===== config.mk =====
export PLATFORM = sky130hd
export DESIGN_NAME = code_point_map_table
export DESIGN_NICKNAME = d
export VERILOG_FILES = /design/src/cpmt_pkg.sv /design/src/cpmt_front.sv /design/src/cpmt_back.sv /design/src/code_point_map_table.sv
export SDC_FILE = /design/constraint.sdc
export NUM_CORES = 2
export LEC_CHECK = 0
export CAP_MARGIN = 20
export CORE_MARGIN = 1.5
export CORE_UTILIZATION = 35
export CTS_BUF_LIST = sky130_fd_sc_hd__clkbuf_4
export DETAILED_ROUTE_END_ITERATION = 8
export DONT_BUFFER_PORTS = 1
export HOLD_SLACK_MARGIN = 0.15
export PLACE_DENSITY = 0.45
export SLEW_MARGIN = 30
export SYNTH_ARGS = -nofsm -noshare
export SYNTH_HDL_FRONTEND = slang
export SYNTH_SLANG_ARGS = --single-unit

===== constraint.sdc =====
create_clock -name clk_i -period 8.4 [get_ports clk_i]
set_clock_uncertainty 0.15 [all_clocks]
set_input_delay 1.68 -clock clk_i [delete_from_list [all_inputs] [get_ports clk_i]]
set_output_delay 1.68 -clock clk_i [all_outputs]
set_load 0.1 [all_outputs]

===== src/cpmt_pkg.sv =====
`default_nettype none
package cpmt_pkg;

  localparam int CAPACITY = 64;
  localparam int IDX_W    = $clog2(CAPACITY);
  localparam int SCAN_W   = IDX_W + 1;
  localparam int CNT_W    = $clog2(CAPACITY + 1);
  localparam int CP_W     = 21;
  localparam int ENTRY_W  = 7;
  localparam int QDEPTH   = 2;

  typedef enum logic [1:0] {
    CMD_ADD    = 2'd0,
    CMD_GET    = 2'd1,
    CMD_REMOVE = 2'd2,
    CMD_CLEAR  = 2'd3
  } cmd_e;

  typedef struct packed {
    cmd_e            cmd;
    logic            need_scan;
    logic [CP_W-1:0] key;
    logic [CP_W-1:0] val;
  } req_t;

  typedef struct packed {
    logic               found;
    logic [CP_W-1:0]    value_out;
    logic               full_res;
    logic [ENTRY_W-1:0] entry_count;
  } res_t;

endpackage
`default_nettype wire


===== src/cpmt_front.sv =====
`default_nettype none
module cpmt_front (
  input  wire logic                    clk_i,
  input  wire logic                    rst_ni,
  input  wire logic                    in_valid_i,
  output logic                         in_ready_o,
  input  wire logic [1:0]              in_cmd_i,
  input  wire logic [cpmt_pkg::CP_W-1:0] in_key_i,
  input  wire logic [cpmt_pkg::CP_W-1:0] in_val_i,
  output logic                         req_valid_o,
  input  wire logic                    req_ready_i,
  output cpmt_pkg::req_t               req_o
);
  import cpmt_pkg::*;

  req_t       q_mem [QDEPTH];
  logic       wr_ptr_q, wr_ptr_d, rd_ptr_q, rd_ptr_d;
  logic [1:0] cnt_q, cnt_d;
  logic       push, pop;
  req_t       req_in;

  assign in_ready_o  = (cnt_q != 2'(QDEPTH));
  assign req_valid_o = (cnt_q != 2'd0);
  assign req_o       = q_mem[rd_ptr_q];
  assign push        = in_valid_i && in_ready_o;
  assign pop         = req_valid_o && req_ready_i;

  always_comb begin
    req_in.cmd       = cmd_e'(in_cmd_i);
    req_in.need_scan = (cmd_e'(in_cmd_i) != CMD_CLEAR);
    req_in.key       = in_key_i;
    req_in.val       = in_val_i;
    wr_ptr_d = push ? ~wr_ptr_q : wr_ptr_q;
    rd_ptr_d = pop ? ~rd_ptr_q : rd_ptr_q;
    cnt_d    = cnt_q + {1'b0, push} - {1'b0, pop};
  end

  always_ff @(posedge clk_i) begin
    if (push) begin
      q_mem[wr_ptr_q] <= req_in;
    end
  end

  always_ff @(posedge clk_i or negedge rst_ni) begin
    if (!rst_ni) begin
      wr_ptr_q <= 1'b0;
      rd_ptr_q <= 1'b0;
      cnt_q    <= 2'd0;
    end else begin
      wr_ptr_q <= wr_ptr_d;
      rd_ptr_q <= rd_ptr_d;
      cnt_q    <= cnt_d;
    end
  end

endmodule
`default_nettype wire


===== src/cpmt_back.sv =====
`default_nettype none
module cpmt_back (
  input  wire logic           clk_i,
  input  wire logic           rst_ni,
  input  wire logic           req_valid_i,
  output logic                req_ready_o,
  input  wire cpmt_pkg::req_t req_i,
  output logic                res_valid_o,
  input  wire logic           res_ready_i,
  output cpmt_pkg::res_t      res_o
);
  import cpmt_pkg::*;

  localparam logic [1:0] ST_IDLE = 2'd0;
  localparam logic [1:0] ST_SCAN = 2'd1;
  localparam logic [1:0] ST_FIN  = 2'd2;

  logic [CP_W-1:0] key_mem [CAPACITY];
  logic [CP_W-1:0] val_mem [CAPACITY];

  logic [1:0]          state_q, state_d;
  req_t                req_q;
  logic [CAPACITY-1:0] valid_q, valid_d;
  logic [CNT_W-1:0]    count_q, count_d;
  logic [SCAN_W-1:0]   issue_q, issue_d;
  logic                rd_vld_q, rd_vld_d;
  logic [IDX_W-1:0]    rd_idx_q;
  logic [CP_W-1:0]     key_rd_q, val_rd_q;
  logic                hit_q, hit_d, free_ok_q, free_ok_d;
  logic [IDX_W-1:0]    hit_idx_q, hit_idx_d, free_idx_q, free_idx_d;
  logic [CP_W-1:0]     hit_val_q, hit_val_d;
  logic                out_vld_q, out_vld_d;
  res_t                res_q, res_d;
  logic                do_rd, do_fin, wr_key, wr_val;
  logic [IDX_W-1:0]    wr_idx;

  assign req_ready_o = (state_q == ST_IDLE);
  assign res_valid_o = out_vld_q;
  assign res_o       = res_q;
  assign do_rd  = (state_q == ST_SCAN) && (issue_q < SCAN_W'(CAPACITY));
  assign do_fin = (state_q == ST_FIN) && (!out_vld_q || res_ready_i);

  always_comb begin
    state_d    = state_q;
    valid_d    = valid_q;
    count_d    = count_q;
    issue_d    = issue_q;
    rd_vld_d   = do_rd;
    hit_d      = hit_q;
    hit_idx_d  = hit_idx_q;
    hit_val_d  = hit_val_q;
    free_ok_d  = free_ok_q;
    free_idx_d = free_idx_q;
    out_vld_d  = out_vld_q && !res_ready_i;
    res_d      = res_q;
    wr_key     = 1'b0;
    wr_val     = 1'b0;
    wr_idx     = hit_idx_q;
    case (state_q)
      ST_IDLE: begin
        if (req_valid_i) begin
          issue_d   = '0;
          hit_d     = 1'b0;
          free_ok_d = 1'b0;
          state_d   = req_i.need_scan ? ST_SCAN : ST_FIN;
        end
      end
      ST_SCAN: begin
        if (do_rd) begin
          issue_d = issue_q + SCAN_W'(1);
        end
        if (rd_vld_q) begin
          if (valid_q[rd_idx_q] && key_rd_q == req_q.key) begin
            hit_d     = 1'b1;
            hit_idx_d = rd_idx_q;
            hit_val_d = val_rd_q;
          end
          if (!valid_q[rd_idx_q] && !free_ok_q) begin
            free_ok_d  = 1'b1;
            free_idx_d = rd_idx_q;
          end
          if (rd_idx_q == IDX_W'(CAPACITY - 1)) begin
            state_d = ST_FIN;
          end
        end
      end
      ST_FIN: begin
        if (do_fin) begin
          res_d.found     = hit_q && req_q.need_scan;
          res_d.value_out = '0;
          res_d.full_res  = 1'b0;
          case (req_q.cmd)
            CMD_CLEAR: begin
              valid_d = '0;
              count_d = '0;
            end
            CMD_ADD: begin
              if (hit_q) begin
                wr_val = 1'b1;
              end else if (free_ok_q) begin
                wr_key           = 1'b1;
                wr_val           = 1'b1;
                wr_idx           = free_idx_q;
                valid_d[free_idx_q] = 1'b1;
                count_d          = count_q + CNT_W'(1);
              end else begin
                res_d.full_res = 1'b1;
              end
            end
            CMD_GET: begin
              if (hit_q) begin
                res_d.value_out = hit_val_q;
              end
            end
            CMD_REMOVE: begin
              if (hit_q) begin
                valid_d[hit_idx_q] = 1'b0;
                count_d = count_q - CNT_W'(1);
              end
            end
            default: begin
            end
          endcase
          res_d.entry_count = ENTRY_W'(count_d);
          out_vld_d = 1'b1;
          state_d   = ST_IDLE;
        end
      end
      default: begin
        state_d = ST_IDLE;
      end
    endcase
  end

  always_ff @(posedge clk_i) begin
    if (do_rd) begin
      key_rd_q <= key_mem[issue_q[IDX_W-1:0]];
      val_rd_q <= val_mem[issue_q[IDX_W-1:0]];
      rd_idx_q <= issue_q[IDX_W-1:0];
    end
    if (wr_key) begin
      key_mem[wr_idx] <= req_q.key;
    end
    if (wr_val) begin
      val_mem[wr_idx] <= req_q.val;
    end
    if (state_q == ST_IDLE && req_valid_i) begin
      req_q <= req_i;
    end
    hit_idx_q  <= hit_idx_d;
    hit_val_q  <= hit_val_d;
    free_idx_q <= free_idx_d;
    res_q      <= res_d;
  end

  always_ff @(posedge clk_i or negedge rst_ni) begin
    if (!rst_ni) begin
      state_q   <= ST_IDLE;
      valid_q   <= '0;
      count_q   <= '0;
      issue_q   <= '0;
      rd_vld_q  <= 1'b0;
      hit_q     <= 1'b0;
      free_ok_q <= 1'b0;
      out_vld_q <= 1'b0;
    end else begin
      state_q   <= state_d;
      valid_q   <= valid_d;
      count_q   <= count_d;
      issue_q   <= issue_d;
      rd_vld_q  <= rd_vld_d;
      hit_q     <= hit_d;
      free_ok_q <= free_ok_d;
      out_vld_q <= out_vld_d;
    end
  end

endmodule
`default_nettype wire


===== src/code_point_map_table.sv =====
// Code point key-value table of CAPACITY entries. Each request (cmd in tuser:
// add/update, get, remove, clear) gives one response. A non-clear request scans
// every entry through the single read port of the key/value memory, one entry
// per cycle; a clear request skips the scan and goes straight to the finish state.
// A two-deep request queue keeps the input side open while a request is at work.
`default_nettype none
module code_point_map_table (
  input  wire logic        clk_i,
  input  wire logic        rst_ni,
  input  wire logic        s_axis_tvalid,
  output logic             s_axis_tready,
  input  wire logic [47:0] s_axis_tdata,  // key[20:0], mapped_value[41:21], zero pad
  input  wire logic [1:0]  s_axis_tuser,  // cmd[1:0]
  output logic             m_axis_tvalid,
  input  wire logic        m_axis_tready,
  output logic [31:0]      m_axis_tdata   // found[0], value_out[21:1], full_res[22],
                                          // entry_count[29:23], zero pad
);
  import cpmt_pkg::*;

  logic q_valid, q_ready;
  req_t q_req;
  res_t res;

  cpmt_front u_front (
    .clk_i       (clk_i),
    .rst_ni      (rst_ni),
    .in_valid_i  (s_axis_tvalid),
    .in_ready_o  (s_axis_tready),
    .in_cmd_i    (s_axis_tuser),
    .in_key_i    (s_axis_tdata[20:0]),
    .in_val_i    (s_axis_tdata[41:21]),
    .req_valid_o (q_valid),
    .req_ready_i (q_ready),
    .req_o       (q_req)
  );

  cpmt_back u_back (
    .clk_i       (clk_i),
    .rst_ni      (rst_ni),
    .req_valid_i (q_valid),
    .req_ready_o (q_ready),
    .req_i       (q_req),
    .res_valid_o (m_axis_tvalid),
    .res_ready_i (m_axis_tready),
    .res_o       (res)
  );

  assign m_axis_tdata = {2'b00, res.entry_count, res.full_res, res.value_out, res.found};

  a_full_not_found: assert property (@(posedge clk_i) disable iff (!rst_ni)
    m_axis_tvalid && res.full_res |-> !res.found) else $error("full with hit");
  a_value_needs_hit: assert property (@(posedge clk_i) disable iff (!rst_ni)
    m_axis_tvalid && res.value_out != '0 |-> res.found) else $error("value without hit");
  a_count_bound: assert property (@(posedge clk_i) disable iff (!rst_ni)
    m_axis_tvalid |-> (CAPACITY > 127) || (res.entry_count <= ENTRY_W'(CAPACITY)))
    else $error("count over capacity");

endmodule
`default_nettype wire


* Word level (Yosys, flattened, before mapping)
Memories as Yosys holds them, arrays and structs flattened. A register that Yosys moved wholly into a read port is not among the register bits.
Index checks and enable logic that the tools add are counted.
** Cells by class
- Reduce and logical (&&, ||, !) cells :: 30
- Bitwise gates (word level) :: 6
- $lt $le $gt $ge :: 6
- Equality and inequality tests :: 19
- Add/subtract/negate cells :: 5
- Mux-type cells :: 53
** Operator list (number)
- 64-bit 2-to-1 mux :: 3
- 64-bit one-hot mux with 3 select lines :: 1
- 64-bit AND :: 1
- 64-bit inverter :: 1
- 64-bit bitwise OR :: 1
- 7-bit 2-to-1 mux :: 5
- 6-bit 2-to-1 mux :: 5
- 1-bit 2-to-1 mux :: 26
- 21-bit == test :: 1
- 6-bit by 7-bit < comparator with 1-bit output, second input constant :: 3
- 7-bit one-hot mux with 3 select lines :: 1
- 7-bit by 1-bit adder with 7-bit output, second input constant :: 2
- 7-bit one-hot mux with 2 select lines :: 1
- 1-bit demux with 6-bit select :: 2
- 6-bit by 1-bit greater-or-equal comparator with 1-bit output, second input constant :: 2
- 2-bit by 1-bit != test with 1-bit output, second input constant :: 6
- 2-bit != test, second input constant :: 6
- 4-bit AND reduction :: 3
- 1-bit logical AND :: 10
- 2-bit 2-to-1 mux :: 5
- 3-bit AND reduction :: 3
- 7-bit < comparator, second input constant :: 1
- 7-bit by 1-bit subtractor with 7-bit output, second input constant :: 1
- 1-bit binary-select mux with 6-bit select :: 1
- 16 further kinds :: 28
** Storage, ports and cells
- Input bits :: 54
- RAM bits :: 2778
- Output and inout bits :: 34
- Word-level logic and storage cells :: 145
- Memories :: 3
- Register bits after elaboration :: 202
** Memories
- u_back.key_mem :: depth 64, bits a word 21, read ports 1, clocked after memory_dff 1, wr ports 1, line cpmt_back.sv:18 : logic [CP_W-1:0] key_mem [CAPACITY];
- u_back.val_mem :: depth 64, bits a word 21, read ports 1, clocked after memory_dff 1, wr ports 1, line cpmt_back.sv:19 : logic [CP_W-1:0] val_mem [CAPACITY];
- u_front.q_mem :: depth 2, bits a word 45, read ports 1, clocked after memory_dff 0, wr ports 1, line cpmt_front.sv:16 : req_t q_mem [QDEPTH];

* Depth between registers and ports, before layout
- Word-level depth :: 8
- Mapped depth :: 9
- Mapped depth without buffers :: 8

* By module
From an unflattened synthesis, not the netlist that was laid out.
** Second synthesis, totals
- Cells, all modules :: 4862
- Area total of the unflattened synthesis :: 115929.9 um^2
** Modules (own cells, without submodules)
- cpmt_back :: instances 1, cells an instance 4701, sequential area each 87503.9 um^2, area an instance 112296.5 um^2
- cpmt_front :: instances 1, cells an instance 158, sequential area each 2802.7 um^2, area an instance 3614.7 um^2
- code_point_map_table :: instances 1, cells an instance 3, sequential area each 0.0 um^2, area an instance 18.8 um^2

* Worst setup path before layout
No wires, ideal clock.
- Kind :: flip-flop to flip-flop
- Start :: reg u_back.state_q[0]
- End :: reg u_back.issue_q[3]
- Stages on the path, launching flop included :: 6
- Arrival :: 5163 ps
- Clock period less this slack :: 5623 ps
- Required time :: 7940 ps
- Buffers on the path :: 1
- Path slack :: 2777 ps
- Library setup time :: 310 ps
- Cell sequence :: dfrtp_1 -> clkbuf_1 -> nor3b_1 -> nand4_1 -> xor2_1 -> nor2_1
** Between the ends
- Word-level cells in the longest chain between the ends :: 4
- Elaborated cells on any way between the ends :: 8
- Classes of those cells :: eq/ne: 3; mux: 1; reduce/logical: 4
** RTL lines
- start: declaration :: line cpmt_back.sv:21 : logic [1:0] state_q, state_d;
- start signal: assignment :: line cpmt_back.sv:167 : state_q <= state_d;
- 2-bit by 1-bit == test with 1-bit output :: line cpmt_back.sv:40 : assign do_rd = (state_q == ST_SCAN) && (issue_q < SCAN_W'(CAPACITY));
- 1-bit logical AND :: line cpmt_back.sv:40
- via u_back.do_rd :: line cpmt_back.sv:34 : logic do_rd, do_fin, wr_key, wr_val;
- 2-bit by 1-bit != test with 1-bit output (no source line)
- 3-bit AND reduction (no source line)
- end signal: assignment :: line cpmt_back.sv:170 : issue_q <= issue_d;
- end: declaration :: line cpmt_back.sv:25 : logic [SCAN_W-1:0] issue_q, issue_d;
The timed path passes the listed nets, and every way through them passes these cells.
A chain may end at the register's enable or synchronous reset.

* Worst setup path in the final report
- Start :: reg u_back.out_vld_q, in the netlist u_back.res_valid_o
- End :: mem u_back.val_mem[14][12] (enable)
** Between the ends
- Word-level cells in the longest chain between the ends :: 7
- Elaborated cells on any way between the ends :: 9
- Classes of those cells :: mux: 6; reduce/logical: 3
** RTL lines
- start: declaration :: line cpmt_back.sv:32 : logic out_vld_q, out_vld_d;
- start signal: assignment :: line cpmt_back.sv:174 : out_vld_q <= out_vld_d;
- 1-bit zero test (*) :: line cpmt_back.sv:41 : assign do_fin = (state_q == ST_FIN) && (!out_vld_q || res_ready_i);
- 1-bit logical OR (*) :: line cpmt_back.sv:41
- 1-bit logical AND (*) :: line cpmt_back.sv:41
- 1-bit 2-to-1 mux :: line cpmt_back.sv:88 : if (do_fin) begin
- 1-bit 2-to-1 mux :: line cpmt_back.sv:59 : case (state_q)
- 1-bit 2-to-1 mux :: line cpmt_back.sv:144 : if (wr_val) begin
- 1-bit 2-to-1 mux (implied by the code) :: line cpmt_back.sv:145 : val_mem[wr_idx] <= req_q.val;
- end: declaration :: line cpmt_back.sv:19
Mark *: on every way between the ends. The rest lies on a longest branch, timed or not.

==> results.yml <==
outcome:
  status: "complete, no violations"
floorplanning:
  rows: 210
  die_area_mm2: 0.334
  io_pins: 88
  dieWidth_um: 578
  core_area_mm2: 0.328
  dieHeight_um: 578
  initial_core_util_pct: 35.2
setup_path:
  r2r_slack_ns: 3.72
  path_cells: "nand2b_1 > nand4_1 > buf_4 > or4_1 > a21boi_2 > buf_4 > nand2b_1 > nor2_2 > buf_4"
  crit_family: "simple AND/OR/NAND/NOR gates"
  endpoint_kind: "register"
  critPathKind: "register to register"
  r2r_end: "u_back.val_mem[14][12]"
  r2r-start: "u_back.res_valid_o"
  critPathBufInv: 3
  cp_slowest_cell: "dfrtp_1"
  cp_max_fo: 26
  rr_worst_depth: 9
  cpMostUsedCell: "buf_4"
  critical_path_required_ns: 9.43
  critPathLaunchType: "register"
  worstPathArrival_ns: 5.71
  slowest_delay_ns: 0.73
global_route:
  grt_start_max_net_pins: 126
  grt_usage_pct: 18.9
  grt_overflow: 0
  grt_pass1_vias: 58100
  grt_antenna_before_repair: 25
  grt_pass1_wl_mm: 442
synth:
  synth-main-ff-cell: "edfxtp_1"
  async_reset_ff_share_pct: 2.91
  synth-edff-count: 2934
  netlist-cell-type-count: 54
  synth-seq-area-share_pct: 78.1
  syn_avg_cell_area_um2: 23.9
  netlist_area_mm2: 0.116
  yosys_warnings: 0
  syn_inst: 4837
  ys_seq_elements: 3022
finish:
  area_growth_pct: 15.9
  layout_commonest_cell: "edfxtp_1"
  layout_common_cells: "2,934 x edfxtp_1, 1,159 x clkbuf_4, 896 x mux4_2, 185 x buf_4, 104 x clkinv_1"
  final_cells: 10500
  drive_gt1_share_pct: 41.8
  fin_nets: 5700
detailed_routing:
  wire_per_inst_um: 29.9
  first_pass_iters: 5
  drt-initial-drc-count: 4596
  vias: 54700
  vias_per_cell: 5.19
  drc: 0
  routed_wl_mm: 315
  ant_nets: 0
clock_network:
  path_clk_slew_ns: 0.06
  tritoncts: "built"
  htree_num_levels: 6
  cts_setup_buffers: 0
  cts_root_buf: "clkbuf_4"
  numCtsBuffers: 771
  cts_max_path_buffers: 4
  postCtsResizedCells: 0
  cts_hold_buf: 47
  clock_latency_ns: 1.54
  cts.sinks: 3022
sta:
  setup_ws_ns: 3.72
  fin_crit_sh_pct: 55.7
  drv_slew: 0
  slew_headroom_pct: 30.3
  hold_viol: 0
  tns_ns: 0
  setup_viol: 0
  whs_ns: 0.270
  rsz0062_at_grt: "false"
  tightest_slew_ns: 1.05
  fin_crit_ns: 4.68
  clock.fmax_mhz: 214
place:
  gp_congestion: 0.785
  io_buffers: 0
  post-place-cells: 9163
  dpl.hpwl_mm: 182
  pre_cts_ws_ns: 2.83
power_and_ir_drop:
  fin_total_pwr_mw: 41.6
  ir_worst_vdd_mv: 0.262
  powerDensity_mw_per_mm2: 311
  power_leakage_nw: 42.1
hold_path:
  hold-path-endpoint: "u_back.hit_val_q[15]"
  holdPathStages: 0
  min_from: "u_back.val_rd_q[15]"
  hold_class: "register to register"
run:
  maxCapViolCount: 0
[worst register-to-register path: stages, from the launching register on]
cell	delay, ns
dfrtp_1	0.73
nand2b_1	0.51
nand4_1	0.17
buf_4	0.30
or4_1	0.59
a21boi_2	0.21
buf_4	0.26
nand2b_1	0.45
nor2_2	0.66
buf_4	0.36
[per-layer routing]
layer	up-vias	share of wire, %	global-route usage [%]
met1	29700	41	24.2
li1	22900	-	-
met3	428	4.5	3.12
met4	6	2.1	5.35
met2	1652	52	32.9
met5	-	0.016	0
[metrics by stage]
| step | utilization (%) | cell area [µm²] |
|---|---|---|
| after global placement | 37.3 | 122000 |
| after detailed placement | 37.7 | 123000 |
| after global routing | 40.8 | 134000 |
| after CTS | 40.8 | 134000 |
| after floorplan | - | 116000 |
| final | 40.8 | 134000 |
[registers in the layout, summed over array words and instances, names as in the netlist]
name,count
u_back.count_q,7
u_back.issue_q,7
u_back.res_valid_o,1
u_back.hit_idx_q,6
u_back.free_idx_q,6
u_back.req_q,45
u_back.valid_q,64
u_front.wr_ptr_q,1
u_front.q_mem,90
u_back.key_mem,1344
u_back.key_rd_q,21
u_back.state_q,2
u_back.val_rd_q,21
u_back.rd_vld_q,1
u_back.hit_q,1
u_back.val_mem,1344
u_back.free_ok_q,1
u_back.res_o,30
u_back.hit_val_q,21
u_back.rd_idx_q,6
u_front.cnt_q,2
u_front.rd_ptr_q,1
[how the worst max path moves through the flow]
stage                              to  cells after the start               start
2_1_floorplan       u_back.issue_q[3]                      5   u_back.state_q[0]
3_3_place_gp    u_back.val_mem[14][4]                      9       m_axis_tready
3_5_place_dp    u_back.val_mem[14][7]                      9       m_axis_tready
4_1_cts        u_back.val_mem[14][12]                      9  u_back.res_valid_o
5_1_grt        u_back.val_mem[14][12]                      9  u_back.res_valid_o
6_report       u_back.val_mem[14][12]                      9  u_back.res_valid_o
[cell families after synthesis]
| group | Yosys count | synth area share, % |
|---|---|---|
| flip-flops | 3022 | 78.1 |
| multiplexers | 956 | 18.0 |
| AND/OR/NAND/NOR | 318 | 1.33 |
| buffers and inverters | 283 | 1.08 |
| AO/OA/AOI/OAI | 217 | 1.10 |
| XOR/XNOR | 35 | 0.265 |
| adder cells (fa/ha/maj) | 5 | 0.0541 |
| other | 1 | 0.00324 |
[cells in the mapped netlist, types with 11 or more instances]
master | number | area share [%]
a21boi_1 | 11 | 0.071
a21oi_1 | 80 | 0.35
and2_1 | 24 | 0.13
buf_1 | 43 | 0.14
buf_2 | 58 | 0.25
buf_4 | 17 | 0.11
clkbuf_1 | 148 | 0.48
dfrtp_1 | 88 | 1.9
edfxtp_1 | 2934 | 76
inv_1 | 11 | 0.036
mux2_2 | 54 | 0.53
mux4_2 | 896 | 17
nand2_1 | 26 | 0.084
nand2b_1 | 14 | 0.076
nor2_1 | 165 | 0.54
nor3_1 | 16 | 0.069
o21ai_0 | 77 | 0.33
o22a_1 | 25 | 0.19
xor2_1 | 26 | 0.20
[layout make-up]
cell class	instances	area, µm²
tap	4346	5440
sequential	3022	90300
clock buffer	1159	8700
antenna	18	45.0
inverter	11	41.3
fill	29100	194000
clock inverter	154	1110
multi-input combinational	1533	24700
timing repair buffer	302	3520
[power breakdown]
part / switching, mW / total [mW] / leakage [nW] / internal [mW]
sequential: 0.465 / 18.3 / 27.6 / 17.8
combinational: 6.14 / 10.7 / 8.60 / 4.51
clock: 5.86 / 12.6 / 5.85 / 6.78
Note: power is estimated with default switching activity, not from simulation.
